File: config.mk
export PLATFORM = sky130hd
export DESIGN_NAME = string_to_u32_parser
export DESIGN_NICKNAME = d
export VERILOG_FILES = /design/src/s2u_pkg.sv /design/src/string_to_u32_parser.sv
export SDC_FILE = /design/constraint.sdc
export NUM_CORES = 1
export LEC_CHECK = 0
export BUFFER_PORTS_ARGS = -buffer_cell sky130_fd_sc_hd__buf_2
export CORE_MARGIN = 2
export CORE_UTILIZATION = 35
export DETAILED_ROUTE_END_ITERATION = 10
export SYNTH_ARGS = -nofsm -noshare
export SYNTH_HDL_FRONTEND = slang
export SYNTH_SLANG_ARGS = --single-unit
export TNS_END_PERCENT = 5
File: constraint.sdc
create_clock -name clk -period 9.8 [get_ports clk]
set_input_delay 0.98 -clock clk [delete_from_list [all_inputs] [get_ports clk]]
set_output_delay 0.98 -clock clk [all_outputs]
set_load 0.02 [all_outputs]
File: src/s2u_pkg.sv
// ----------------------------------------------------------------------------
// s2u_pkg: shared constants and helpers for the string-to-u32 parser
// Character codes, base codes and the digit decode used by the parse stage.
// ----------------------------------------------------------------------------
package s2u_pkg;

  localparam int unsigned BASE_W = 6;
  localparam int unsigned CHAR_W = 8;

  localparam logic [BASE_W-1:0] BASE_AUTO = 6'd0;
  localparam logic [BASE_W-1:0] BASE_OCT  = 6'd8;
  localparam logic [BASE_W-1:0] BASE_DEC  = 6'd10;
  localparam logic [BASE_W-1:0] BASE_HEX  = 6'd16;
  localparam logic [BASE_W-1:0] NO_DIGIT  = 6'd36;

  localparam logic [CHAR_W-1:0] CH_NUL   = 8'h00;
  localparam logic [CHAR_W-1:0] CH_TAB   = 8'h09;
  localparam logic [CHAR_W-1:0] CH_CR    = 8'h0d;
  localparam logic [CHAR_W-1:0] CH_SPACE = 8'h20;
  localparam logic [CHAR_W-1:0] CH_PLUS  = 8'h2b;
  localparam logic [CHAR_W-1:0] CH_MINUS = 8'h2d;
  localparam logic [CHAR_W-1:0] CH_0     = 8'h30;
  localparam logic [CHAR_W-1:0] CH_9     = 8'h39;
  localparam logic [CHAR_W-1:0] CH_UA    = 8'h41;
  localparam logic [CHAR_W-1:0] CH_UX    = 8'h58;
  localparam logic [CHAR_W-1:0] CH_UZ    = 8'h5a;
  localparam logic [CHAR_W-1:0] CH_LA    = 8'h61;
  localparam logic [CHAR_W-1:0] CH_LX    = 8'h78;
  localparam logic [CHAR_W-1:0] CH_LZ    = 8'h7a;

  // digit value 0..35, NO_DIGIT when the character is not alphanumeric
  function automatic logic [BASE_W-1:0] digit_of(input logic [CHAR_W-1:0] c);
    logic [CHAR_W-1:0] d;
    d = CHAR_W'(NO_DIGIT);
    if (c inside {[CH_0:CH_9]}) begin
      d = c - CH_0;
    end else if (c inside {[CH_LA:CH_LZ]}) begin
      d = c - CH_LA + 8'd10;
    end else if (c inside {[CH_UA:CH_UZ]}) begin
      d = c - CH_UA + 8'd10;
    end
    return d[BASE_W-1:0];
  endfunction

  function automatic logic is_space(input logic [CHAR_W-1:0] c);
    return (c == CH_SPACE) || (c inside {[CH_TAB:CH_CR]});
  endfunction

endpackage

File: src/string_to_u32_parser.sv
// The last character (or NUL) passes the input register, then the result register.
// Throughput: one character per cycle; the parse stage does one multiply-add by the
//   base per character between the input and result registers; string ends can stall.
// Reset (rst_n low, synchronous): parse state cleared, base register = 0 (auto),
//   both pipeline valids cleared.
// ----------------------------------------------------------------------------
// string_to_u32_parser: streaming string to unsigned integer converter
// Skips whitespace, takes an optional sign, detects 0x / leading-0 prefixes,
// accumulates digits in the selected base and reports value, overflow and
// the number of characters consumed when the string ends.
// ----------------------------------------------------------------------------
module string_to_u32_parser #(
  parameter int unsigned VALUE_BITS  = 32,
  parameter int unsigned OFFSET_BITS = 16
) (
  input  logic clk,
  input  logic rst_n,
  // configuration: number_base write
  input  logic        cfg_tvalid,
  output logic        cfg_tready,
  input  logic [7:0]  cfg_tdata,   // [5:0] number_base, [7:6] unused
  // characters in
  input  logic        in_tvalid,
  output logic        in_tready,
  input  logic [7:0]  in_tdata,    // [7:0] ch
  input  logic        in_tlast,    // last character of the string
  // results out
  output logic        out_tvalid,
  input  logic        out_tready,
  output logic [((VALUE_BITS+OFFSET_BITS+7)/8)*8-1:0] out_tdata,
                                   // value, then end_offset, zero padded
  output logic        out_tuser    // overflow
);
  import s2u_pkg::*;

  localparam int unsigned OUT_W  = ((VALUE_BITS + OFFSET_BITS + 7) / 8) * 8;
  localparam int unsigned PROD_W = VALUE_BITS + BASE_W + 1;

  typedef enum logic [2:0] {
    PH_SPACE,
    PH_PREFIX,
    PH_ZERO,
    PH_DIGITS,
    PH_DONE
  } phase_t;

  // base register
  logic [BASE_W-1:0] number_base_r;

  // input register stage
  logic              s1_valid_r;
  logic [CHAR_W-1:0] s1_ch_r;
  logic              s1_last_r;

  // parse state
  phase_t                 phase_r, phase_nxt;
  logic [VALUE_BITS-1:0]  acc_r, acc_nxt;
  logic                   minus_r, minus_nxt;
  logic                   ovf_r, ovf_nxt;
  logic [BASE_W-1:0]      base_r, base_nxt;
  logic [OFFSET_BITS-1:0] count_r, count_nxt;

  // result register
  logic                   out_valid_r, out_valid_nxt;
  logic [OUT_W-1:0]       out_data_r;
  logic                   out_ovf_r;

  // parse-stage working signals
  logic                   first_char;
  logic                   take_dig;
  logic                   count_inc;
  logic [BASE_W-1:0]      base_use;
  logic [BASE_W-1:0]      digit;
  logic [PROD_W-1:0]      prod;
  logic                   emit;
  logic                   out_free;
  logic                   s1_adv;
  logic [VALUE_BITS-1:0]  value_res;
  logic                   ovf_res;
  logic [OFFSET_BITS-1:0] count_res;

  assign cfg_tready = 1'b1;

  // Stage advance: a character with no result always moves on; one that
  // ends the string needs the result register free (or draining this cycle).
  assign emit      = s1_last_r || (s1_ch_r == CH_NUL);
  assign out_free  = !out_valid_r || out_tready;
  assign s1_adv    = s1_valid_r && (!emit || out_free);
  assign in_tready = !s1_valid_r || s1_adv;

  assign digit = digit_of(s1_ch_r);

  // Multiply-add by the base; any bit above VALUE_BITS means the magnitude
  // no longer fits (same test as acc > (max - d) / base).
  assign prod = PROD_W'(acc_r) * PROD_W'(base_use) + PROD_W'(digit);

  always_comb begin
    phase_nxt  = phase_r;
    acc_nxt    = acc_r;
    minus_nxt  = minus_r;
    ovf_nxt    = ovf_r;
    base_nxt   = base_r;
    count_nxt  = count_r;
    first_char = 1'b0;
    take_dig   = 1'b0;
    count_inc  = 1'b0;
    base_use   = base_r;

    case (phase_r)
      PH_SPACE: begin
        if (is_space(s1_ch_r)) begin
          count_inc = 1'b1;
        end else if (s1_ch_r == CH_MINUS || s1_ch_r == CH_PLUS) begin
          minus_nxt = (s1_ch_r == CH_MINUS);
          count_inc = 1'b1;
          phase_nxt = PH_PREFIX;
        end else begin
          first_char = 1'b1;
        end
      end
      PH_PREFIX: begin
        first_char = 1'b1;
      end
      PH_ZERO: begin
        if (s1_ch_r == CH_LX || s1_ch_r == CH_UX) begin
          base_nxt  = BASE_HEX;
          count_inc = 1'b1;
          phase_nxt = PH_DIGITS;
        end else begin
          // auto base with a lone leading zero falls back to octal
          base_use = (base_r == BASE_AUTO) ? BASE_OCT : base_r;
          base_nxt = base_use;
          take_dig = 1'b1;
        end
      end
      PH_DIGITS: begin
        take_dig = 1'b1;
      end
      default: begin
      end
    endcase

    // First character after whitespace and sign latches the base.
    if (first_char) begin
      if ((number_base_r == BASE_AUTO || number_base_r == BASE_HEX) && s1_ch_r == CH_0) begin
        base_nxt  = number_base_r;
        count_inc = 1'b1;
        phase_nxt = PH_ZERO;
      end else begin
        base_use = (number_base_r == BASE_AUTO) ? BASE_DEC : number_base_r;
        base_nxt = base_use;
        take_dig = 1'b1;
      end
    end

    if (take_dig) begin
      if (digit >= NO_DIGIT || digit >= base_use || base_use == BASE_AUTO) begin
        phase_nxt = PH_DONE;
      end else begin
        if (prod[PROD_W-1:VALUE_BITS] != '0) begin
          ovf_nxt = 1'b1;
        end
        acc_nxt   = prod[VALUE_BITS-1:0];
        count_inc = 1'b1;
        phase_nxt = PH_DIGITS;
      end
    end

    // saturating consumed count
    if (count_inc && count_r != '1) begin
      count_nxt = count_r + 1'b1;
    end

    // result from the updated state
    if (ovf_nxt) begin
      value_res = '1;
    end else if (minus_nxt) begin
      value_res = '0 - acc_nxt;
    end else begin
      value_res = acc_nxt;
    end
    ovf_res   = ovf_nxt;
    count_res = count_nxt;

    // end of string: state returns to its reset values
    if (emit) begin
      phase_nxt = PH_SPACE;
      acc_nxt   = '0;
      minus_nxt = 1'b0;
      ovf_nxt   = 1'b0;
      base_nxt  = BASE_AUTO;
      count_nxt = '0;
    end
  end

  always_comb begin
    out_valid_nxt = out_valid_r && !out_tready;
    if (s1_adv && emit) begin
      out_valid_nxt = 1'b1;
    end
  end

  always_ff @(posedge clk) begin
    if (!rst_n) begin
      number_base_r <= BASE_AUTO;
      s1_valid_r    <= 1'b0;
      phase_r       <= PH_SPACE;
      acc_r         <= '0;
      minus_r       <= 1'b0;
      ovf_r         <= 1'b0;
      base_r        <= BASE_AUTO;
      count_r       <= '0;
      out_valid_r   <= 1'b0;
    end else begin
      if (cfg_tvalid) begin
        number_base_r <= cfg_tdata[BASE_W-1:0];
      end
      if (in_tready) begin
        s1_valid_r <= in_tvalid;
      end
      if (s1_adv) begin
        phase_r <= phase_nxt;
        acc_r   <= acc_nxt;
        minus_r <= minus_nxt;
        ovf_r   <= ovf_nxt;
        base_r  <= base_nxt;
        count_r <= count_nxt;
      end
      out_valid_r <= out_valid_nxt;
    end
  end

  // payload registers, no reset
  always_ff @(posedge clk) begin
    if (in_tready && in_tvalid) begin
      s1_ch_r   <= in_tdata;
      s1_last_r <= in_tlast;
    end
    if (s1_adv && emit) begin
      out_data_r <= OUT_W'({count_res, value_res});
      out_ovf_r  <= ovf_res;
    end
  end

  assign out_tvalid = out_valid_r;
  assign out_tdata  = out_data_r;
  assign out_tuser  = out_ovf_r;

endmodule
==> flow_metrics.tcl, run 1 <==
set metrics [dict create \
    outcome "complete, no violations" \
    ant_nets 0 \
    ys.warnings.count 0 \
    max_freq_mhz 115.7 \
    setup_tns_ps 0 \
    pre_cts_ws_ps 1227 \
    powerDensity_nw_per_um2 89.68 \
    syn_nets 1857 \
    clock_sinks 125 \
    portBuffers 70 \
    post_cts_resized 0 \
    boundaryPins 74 \
    initial_utilization 0.3567 \
    power.leakage_uw 0.006986 \
    fin_ws_ps 1160 \
    synth_top_area_frac 0.1739 \
    coreArea_um2 40010 \
    critPathArrivalTime_ps 8800 \
    final_area_um2 15830 \
    ys.flop_type "dfxtp_1" \
    post_route_cells_drive_above_1_share 0.1056 \
    post_cts_buffers 0 \
    worstSetupPathType "reg2reg" \
    relSlewSlack 0.2913 \
    diodes 0 \
    nFillCells 3994 \
    die_height_um 205.9 \
    finalHoldViolCount 0 \
    grt_pass1_wl_um 63970 \
    synth_area_leaders "fa_1 (17%), edfxtp_1 (12%), dfxtp_1 (9.4%)" \
    cts_root_buf "clkbuf_16" \
    synthDistinctLibCells 87 \
    seq_area_frac_synth 0.2160 \
    drc 0 \
    grt_max_degree 68 \
    synth_top_area_cell "fa_1" \
    drt-total-wl_um 39500 \
    yosysMostFrequentCell "nor2b_1" \
    tritoncts "yes" \
    holdWs_ps 505.4 \
    cp_max_fo 19 \
    area_growth_pct 10.92 \
    worst_slew_pin_slew_ps 1059 \
    h-tree-depth 4 \
    fin_util 0.3957 \
    synth_area_um2 14270 \
    dieWidth_um 205.9 \
    die_area_um2 42410 \
    clockBufferDepth 2 \
    hold_class "reg2reg" \
    syn_inst 1608 \
    slew_violations 0 \
    setup_viol 0 \
    dr.pass1.iters 5 \
    via_per_inst 5.487 \
    clk_pin_slew_ps 60 \
    cp.required_ps 9960 \
    ys_ff_latch 125 \
    end_kind "flip-flop" \
    nNetsFinal 1875 \
    synth_area_per_cell_um2 8.875 \
    async_reset_ff_frac 0 \
    dr_total_vias 11870 \
    start_kind "flip-flop" \
    synth-edff-count 58 \
    postCtsHoldBufs 0 \
    maxCapViolations 0 \
    drt-wirelength-per-cell_um 18.25 \
    place_area_um2 15190 \
    antenna_found_initial 0 \
    min_period_over_period 0.8816 \
    drt-initial-drc-count 876 \
    rsz0062_at_grt "false" \
    clk_latency_ps 440 \
    grt.total_usage 0.1915 \
    synth_common_cells "nor2b_1 (195), nand2_1 (137), fa_1 (124), ha_1 (103), a21oi_1 (85)" \
    grt_pass1_vias 11820 \
    num_rows 73 \
    numCtsBuffers 17 \
    ir_worst_vdd_v 0.0001449 \
    finClkSkew_ps 8.141 \
    dpl.hpwl_um 29420 \
    place_congestion 0.8501 \
    period_minus_slack_ps 8640 \
    gr-total-overflow 0 \
]
## worst max-delay path: stages (launching register included)
cell and delay, ps:
edfxtp_1 540, ha_1 290, nor3b_1 420, nand2_1 150, nor3_2 350, nor4_4 90
buf_4 220, nor3_1 240, a21oi_2 80, buf_4 230, and2_1 190, fa_1 460
fa_1 520, fa_1 490, ha_1 310, ha_1 390, a211oi_1 230, nor2_1 100
o31ai_1 540, nand3_1 220, a221oi_1 490, o31ai_1 170, xor2_1 160, a2111oi_0 450
a41o_1 660, buf_4 240, o2111ai_1 110
## report_power, final
| group | leakage (uW) | switching (uW) | internal (uW) | total, uW |
|---|---|---|---|---|
| clock network | 0.000307 | 248 | 440 | 688 |
| registers | 0.00111 | 10.5 | 554 | 565 |
| logic | 0.00557 | 114 | 52.9 | 167 |
## flip-flops by register name, summed over array words and instances (netlist names)
name	count
acc_r	32
base_r	6
count_r	16
minus_r	1
number_base_r	6
out_tdata	48
out_tuser	1
out_tvalid	1
ovf_r	1
phase_r	3
s1_ch_r	8
s1_last_r	1
s1_valid_r	1
## stage by stage
stage	instances	total power, uW
after floorplan	1608	676.5
after global placement	2132	739.3
after detailed placement	2132	741.1
after CTS	2164	1428
after global routing	2164	1465
final	2164	1419
## placed cells by master (no fill, tap or decap), types with 5 or more instances in the layout
cell type	count
nor2b_1	195
nand2_1	137
fa_1	124
ha_1	103
a21oi_1	84
nor2_1	83
inv_1	72
buf_2	70
o21ai_0	68
dfxtp_1	67
edfxtp_1	58
and2_1	57
xor2_1	37
xnor2_1	35
nor3_1	33
mux2i_1	28
buf_4	28
nand3_1	25
a22oi_1	21
a21o_1	20
clkbuf_16	20
nand2b_1	17
or3_1	17
a31oi_1	16
o211ai_1	14
o31ai_1	13
and3_1	12
nor4_1	11
nand4_1	10
o21a_1	10
or2_2	8
o21bai_1	7
and3b_1	7
mux2_2	6
mux2i_4	5
a211oi_1	5
nand3b_1	5
## area by class of cell
cell class | instances | area, um2 | share of cell area
timing repair buffer | 100 | 600.6 | 0.03794
clock buffer | 25 | 549.3 | 0.03470
sequential | 125 | 3083 | 0.1948
multi-input combinational | 1309 | 10570 | 0.6678
inverter | 73 | 275.3 | 0.01739
tap | 525 | 656.9 | 0.04150
clock inverter | 7 | 93.84 | 0.005928
## worst paths after layout
kind / startpoint / endpoint / slack, ps / cells past startpoint
worst max-delay path: s1_ch_r[4] / out_tdata[31] / 1160 / 26
worst min-delay path: count_r[5] / count_r[5] / 510 / 1
worst max register to register: s1_ch_r[4] / out_tdata[31] / 1160 / 26
worst min register to register: count_r[5] / count_r[5] / 510 / 1
## layer usage
layer	share of wire	vias to the layer above	routed length [um]	global-route usage
li1	-	5610	-	-
met1	0.46	5902	18030	0.2622
met2	0.47	312	18620	0.3168
met3	0.048	50	1891	0.01955
met4	0.024	0	958	0.06224
met5	0	-	0	0
## logic make-up after synthesis
family,Yosys count,share of synthesized area
XOR/XNOR,72,0.04419
adder cells (fa/ha/maj),227,0.2642
AO/OA/AOI/OAI,322,0.1493
other,1,0.0002628
multiplexers,39,0.02788
flip-flops,125,0.2160
AND/OR/NAND/NOR,648,0.2488
buffers and inverters,174,0.04927
(Power assumes the default switching activity.)
==> run 2: changes to the inputs <==
==> constraint.sdc (replaced) <==
create_clock -name clk -period 9.8 [get_ports clk]
set_input_delay 0 -clock clk [delete_from_list [all_inputs] [get_ports clk]]
set_output_delay 0 -clock clk [all_outputs]
set_load 0.02 [all_outputs]
==> flow_metrics.tcl, run 2 (synthesis gave the netlist of run 1 again) <==
set metrics [dict create \
    outcome "complete, no violations" \
    fin_ws_ps 1126 \
    initial_utilization 0.3567 \
    ant_nets 0 \
    grt_max_degree 68 \
    grt.total_usage 0.1918 \
    boundaryPins 74 \
    start_kind "flip-flop" \
    drc 0 \
    post_cts_resized 0 \
    r2r_cells 27 \
    post_cts_buffers 0 \
    drt-total-wl_um 39480 \
    die_area_um2 42410 \
    rsz0062_at_grt "false" \
    cp.required_ps 9960 \
    nFillCells 3982 \
    maxCapViolations 0 \
    relSlewSlack 0.2620 \
    min_period_over_period 0.8851 \
    critPathArrivalTime_ps 8840 \
    portBuffers 70 \
    gr-total-overflow 0 \
    end_kind "flip-flop" \
    pre_cts_ws_ps 1298 \
    period_minus_slack_ps 8674 \
    drt-wirelength-per-cell_um 18.10 \
    grt_pass1_wl_um 64050 \
    place_congestion 0.8487 \
    h-tree-depth 4 \
    dr_total_vias 11910 \
    hold_class "in2reg" \
    finClkSkew_ps 11.56 \
    coreArea_um2 40010 \
    die_height_um 205.9 \
    largest_reg_flops 48 \
    post_route_cells_drive_above_1_share 0.1014 \
    setup_viol 0 \
    num_rows 73 \
    hold_depth 3 \
    nNetsFinal 1892 \
    postCtsHoldBufs 23 \
    via_per_inst 5.462 \
    dpl.hpwl_um 29330 \
    numCtsBuffers 17 \
    clk_latency_ps 440 \
    max_freq_mhz 115.3 \
    dr.pass1.iters 5 \
    drt-initial-drc-count 730 \
    tritoncts "yes" \
    cp_max_fo 34 \
    power.leakage_uw 0.007009 \
    clk_pin_slew_ps 60 \
    finalHoldViolCount 0 \
    final_common_cell "nor2b_1" \
    final_cell_mix "nor2b_1 (195), nand2_1 (137), fa_1 (124)" \
    powerDensity_nw_per_um2 85.12 \
    grt_pass1_vias 12080 \
    antenna_found_initial 0 \
    clockBufferDepth 2 \
    setup_tns_ps 0 \
    slew_violations 0 \
    diodes 0 \
    cts_root_buf "clkbuf_16" \
    ir_worst_vdd_v 0.0001366 \
    area_growth_pct 11.65 \
    worstSetupPathType "reg2reg" \
    clock_sinks 125 \
    worst_slew_pin_slew_ps 1103 \
    dieWidth_um 205.9 \
]
## run 2: metrics by stage
step / hold WS, ps / total power (uW) / cell area [um2] / cells / util
global route: 248.6 / 1404 / 15930 / 2181 / 0.3983
detailed placement: 178.3 / 738.9 / 15130 / 2126 / 0.3782
CTS: 217.8 / 1363 / 15930 / 2181 / 0.3983
floorplan: 98.87 / 676.5 / 14270 / 1608 / -
global placement: 178.4 / 737.6 / 15130 / 2126 / 0.3782
finish: 225.9 / 1356 / 15930 / 2181 / 0.3983
## run 2: per-layer routing
layer | vias to the layer above | global-route usage | routed length [um]
met3 | 48 | 0.02365 | 1563
met5 | - | 0 | 0
met1 | 5928 | 0.2528 | 18320
met4 | 0 | 0.07015 | 975
li1 | 5635 | - | -
met2 | 301 | 0.3224 | 18630
## run 2: final timing paths
check / start / to / slack [ps]
worst max-delay path: s1_ch_r[4] / out_tdata[30] / 1130
worst max register to register: s1_ch_r[4] / out_tdata[30] / 1130
worst min-delay path: rst_n / out_tvalid / 230
worst min register to register: count_r[5] / count_r[5] / 510
## run 2: layout make-up
cell class | count | area (um2) | area share
clock buffer | 22 | 495.5 | 0.03110
clock inverter | 10 | 80.08 | 0.005026
inverter | 73 | 275.3 | 0.01728
multi-input combinational | 1309 | 10570 | 0.6634
sequential | 125 | 3083 | 0.1935
tap | 525 | 656.9 | 0.04123
timing repair buffer | 117 | 773.2 | 0.04853
## run 2: where the power goes
| part | switching [uW] | internal, uW | total, uW |
|---|---|---|---|
| clock network | 258 | 361 | 619 |
| registers | 10.6 | 554 | 565 |
| logic | 114 | 58.5 | 173 |
| total | 383 | 973 | 1360 |
## run 2: critical path, stage by stage, from the launching register on
cell       delay, ps
edfxtp_1         540
ha_1             290
nor3b_1          480
nand2_1          170
nor3_2           330
nor4_4            90
buf_4            220
nor3_1           240
a21oi_2           70
buf_4            270
and2_1           230
fa_1             460
fa_1             520
fa_1             490
ha_1             310
ha_1             390
a211oi_1         260
nor2_1           100
o31ai_1          500
nand3_1          350
a221oi_1         480
o31ai_1          170
xor2_1           160
a2111oi_0        470
a41o_1           290
buf_12           200
and3_1           180
o311ai_1          90
==> run 3: changes to the inputs <==
--- a/config.mk
+++ b/config.mk
@@ -5,10 +5,11 @@
 export SDC_FILE = /design/constraint.sdc
 export NUM_CORES = 1
 export LEC_CHECK = 0
-export BUFFER_PORTS_ARGS = -buffer_cell sky130_fd_sc_hd__buf_2
+export BUFFER_PORTS_ARGS = -buffer_cell sky130_fd_sc_hd__clkbuf_2
 export CORE_MARGIN = 2
 export CORE_UTILIZATION = 35
 export DETAILED_ROUTE_END_ITERATION = 10
+export PLACE_DENSITY_LB_ADDON = 0.3
 export SYNTH_ARGS = -nofsm -noshare
 export SYNTH_HDL_FRONTEND = slang
 export SYNTH_SLANG_ARGS = --single-unit
==> constraint.sdc (replaced) <==
create_clock -name clk -period 7.24 [get_ports clk]
set_input_delay 0 -clock clk [delete_from_list [all_inputs] [get_ports clk]]
set_output_delay 0 -clock clk [all_outputs]
set_load 0.02 [all_outputs]
==> flow_metrics.tcl, run 3 (synthesis gave the netlist of run 1 again) <==
set metrics [dict create \
    drt-total-wl_um 40530 \
    clockBufferDepth 2 \
    maxCapViolations 0 \
    worst_slew_pin_slew_ps 1146 \
    drc 0 \
    fin_ws_ps -175.6 \
    min_period_over_period 1.024 \
    diodes 0 \
    slew_violations 0 \
    final_common_cell "buf_4" \
    initial_utilization 0.3567 \
    dp_cells 2315 \
    h-tree-depth 4 \
    max_freq_mhz 134.9 \
    gr-total-overflow 0 \
    clock_sinks 125 \
    boundaryPins 74 \
    end_kind "flip-flop" \
    clk_pin_slew_ps 60 \
    hold_class "in2reg" \
    worstSetupPathType "reg2reg" \
    finClkSkew_ps 10.38 \
    dr.pass1.iters 5 \
    ant_nets 0 \
    place_congestion 0.8989 \
    grt_pass1_wl_um 66870 \
    relSlewSlack 0.2360 \
    grt_pass1_vias 12800 \
    violations "setup timing" \
    path_delay_family "adder cells" \
    rsz0062_at_grt "true" \
    portBuffers 70 \
    post_route_cells_drive_above_1_share 0.2415 \
    dieWidth_um 205.9 \
    num_rows 73 \
    numCtsBuffers 17 \
    setup_tns_ps -2867 \
    final_cells 2380 \
    fin_util 0.4530 \
    critPathMaxStageDelay_ps 530 \
    period_minus_slack_ps 7416 \
    final_cell_mix "buf_4 (212), nor2b_1 (192), nand2_1 (136)" \
    die_area_um2 42410 \
    start_kind "flip-flop" \
    grt.total_usage 0.1976 \
    tritoncts "yes" \
    finalHoldViolCount 0 \
    antenna_found_initial 0 \
    die_height_um 205.9 \
    cp.required_ps 7370 \
    cp_max_fo 18 \
    grt_max_degree 68 \
    nNetsFinal 2091 \
    cts_root_buf "clkbuf_16" \
    ir_worst_vdd_v 0.0001320 \
    setup_viol 30 \
    powerDensity_nw_per_um2 106.9 \
    dr_total_vias 12450 \
    via_per_inst 5.232 \
    coreArea_um2 40010 \
    cp_slowest_cell "fa_1" \
    area_growth_pct 26.98 \
    drt-initial-drc-count 672 \
    drt-wirelength-per-cell_um 17.03 \
    dpl.hpwl_um 31880 \
    power.leakage_uw 0.008179 \
    critPathBufInv 6 \
    critPathArrivalTime_ps 7540 \
    clk_latency_ps 430 \
    largest_reg_flops 48 \
    outcome "complete, but fails checks" \
]
run 3: changes by cell type in the layout (fill, tap and decap cells not counted), sizes merged:
cell	before	now
buf	94	225
bufinv	0	3
clkbuf	22	88
clkinv	6	5
dlygate4sd3	23	20
inv	74	77
run 3: path summary, 6_finish.rpt:
check	slack [ps]	from	to	cells past startpoint
worst max register to register	-180	s1_ch_r[0]	out_tdata[30]	29
worst max-delay path	-180	s1_ch_r[0]	out_tdata[30]	29
worst min-delay path	10	cfg_tvalid	number_base_r[5]	3
worst min register to register	520	base_r[3]	base_r[3]	2
run 3: final cells by class:
cell class                 count  area [um2]
timing repair buffer         316        2396
multi-input combinational   1309       11100
clock buffer                  17       425.4
inverter                      73       275.3
fill                        3820       21880
clock inverter                15       186.4
tap                          525       656.9
sequential                   125        3083
run 3: worst reg2reg max path: cells and delay by family, from the launching register on:
family / cells / cell delay [ps]
fa+ha+maj: 6 / 2370
buf+inv: 6 / 1030
compound gates: 7 / 1500
simple gates: 8 / 1270
flops: 1 / 380
mux: 2 / 560
run 3: timing repair:
item                                    4_1_cts  5_1_grt
hold buffers                                 20        0
pin swaps                                     9       20
gates resized for setup                      37       51
gates cloned                                  0        1
endpoints found under the setup margin       34       37
setup buffers                                 7        5
endpoints found under the hold margin        17        0
run 3: routing by layer:
layer  GRT usage  up-vias  share of wire
met5           0        -              0
met4     0.05051        0          0.016
met3     0.03422       38          0.054
met2      0.3209      328           0.47
met1      0.2718     6054           0.46
li1            -     6031              -
run 3: power by group:
part | switching [uW] | internal (uW)
combinational | 167 | 120
clock | 344 | 547
sequential | 8.80 | 750
run 3: per-stage QoR:
| stage | instance area (um2) | total power, uW | setup WS, ps | hold slack (ps) |
|---|---|---|---|---|
| 2_1_floorplan | 14540 | 929.9 | 3.531 | 98.87 |
| 3_3_place_gp | 16750 | 1028 | -456.1 | 178.2 |
| 3_5_place_dp | 16750 | 1031 | -405.1 | 178.7 |
| 4_1_cts | 17800 | 1938 | -118.2 | 4.880 |
| 5_1_grt | 18120 | 2001 | -517.9 | 21.27 |
| 6_report | 18120 | 1936 | -175.6 | 12.94 |
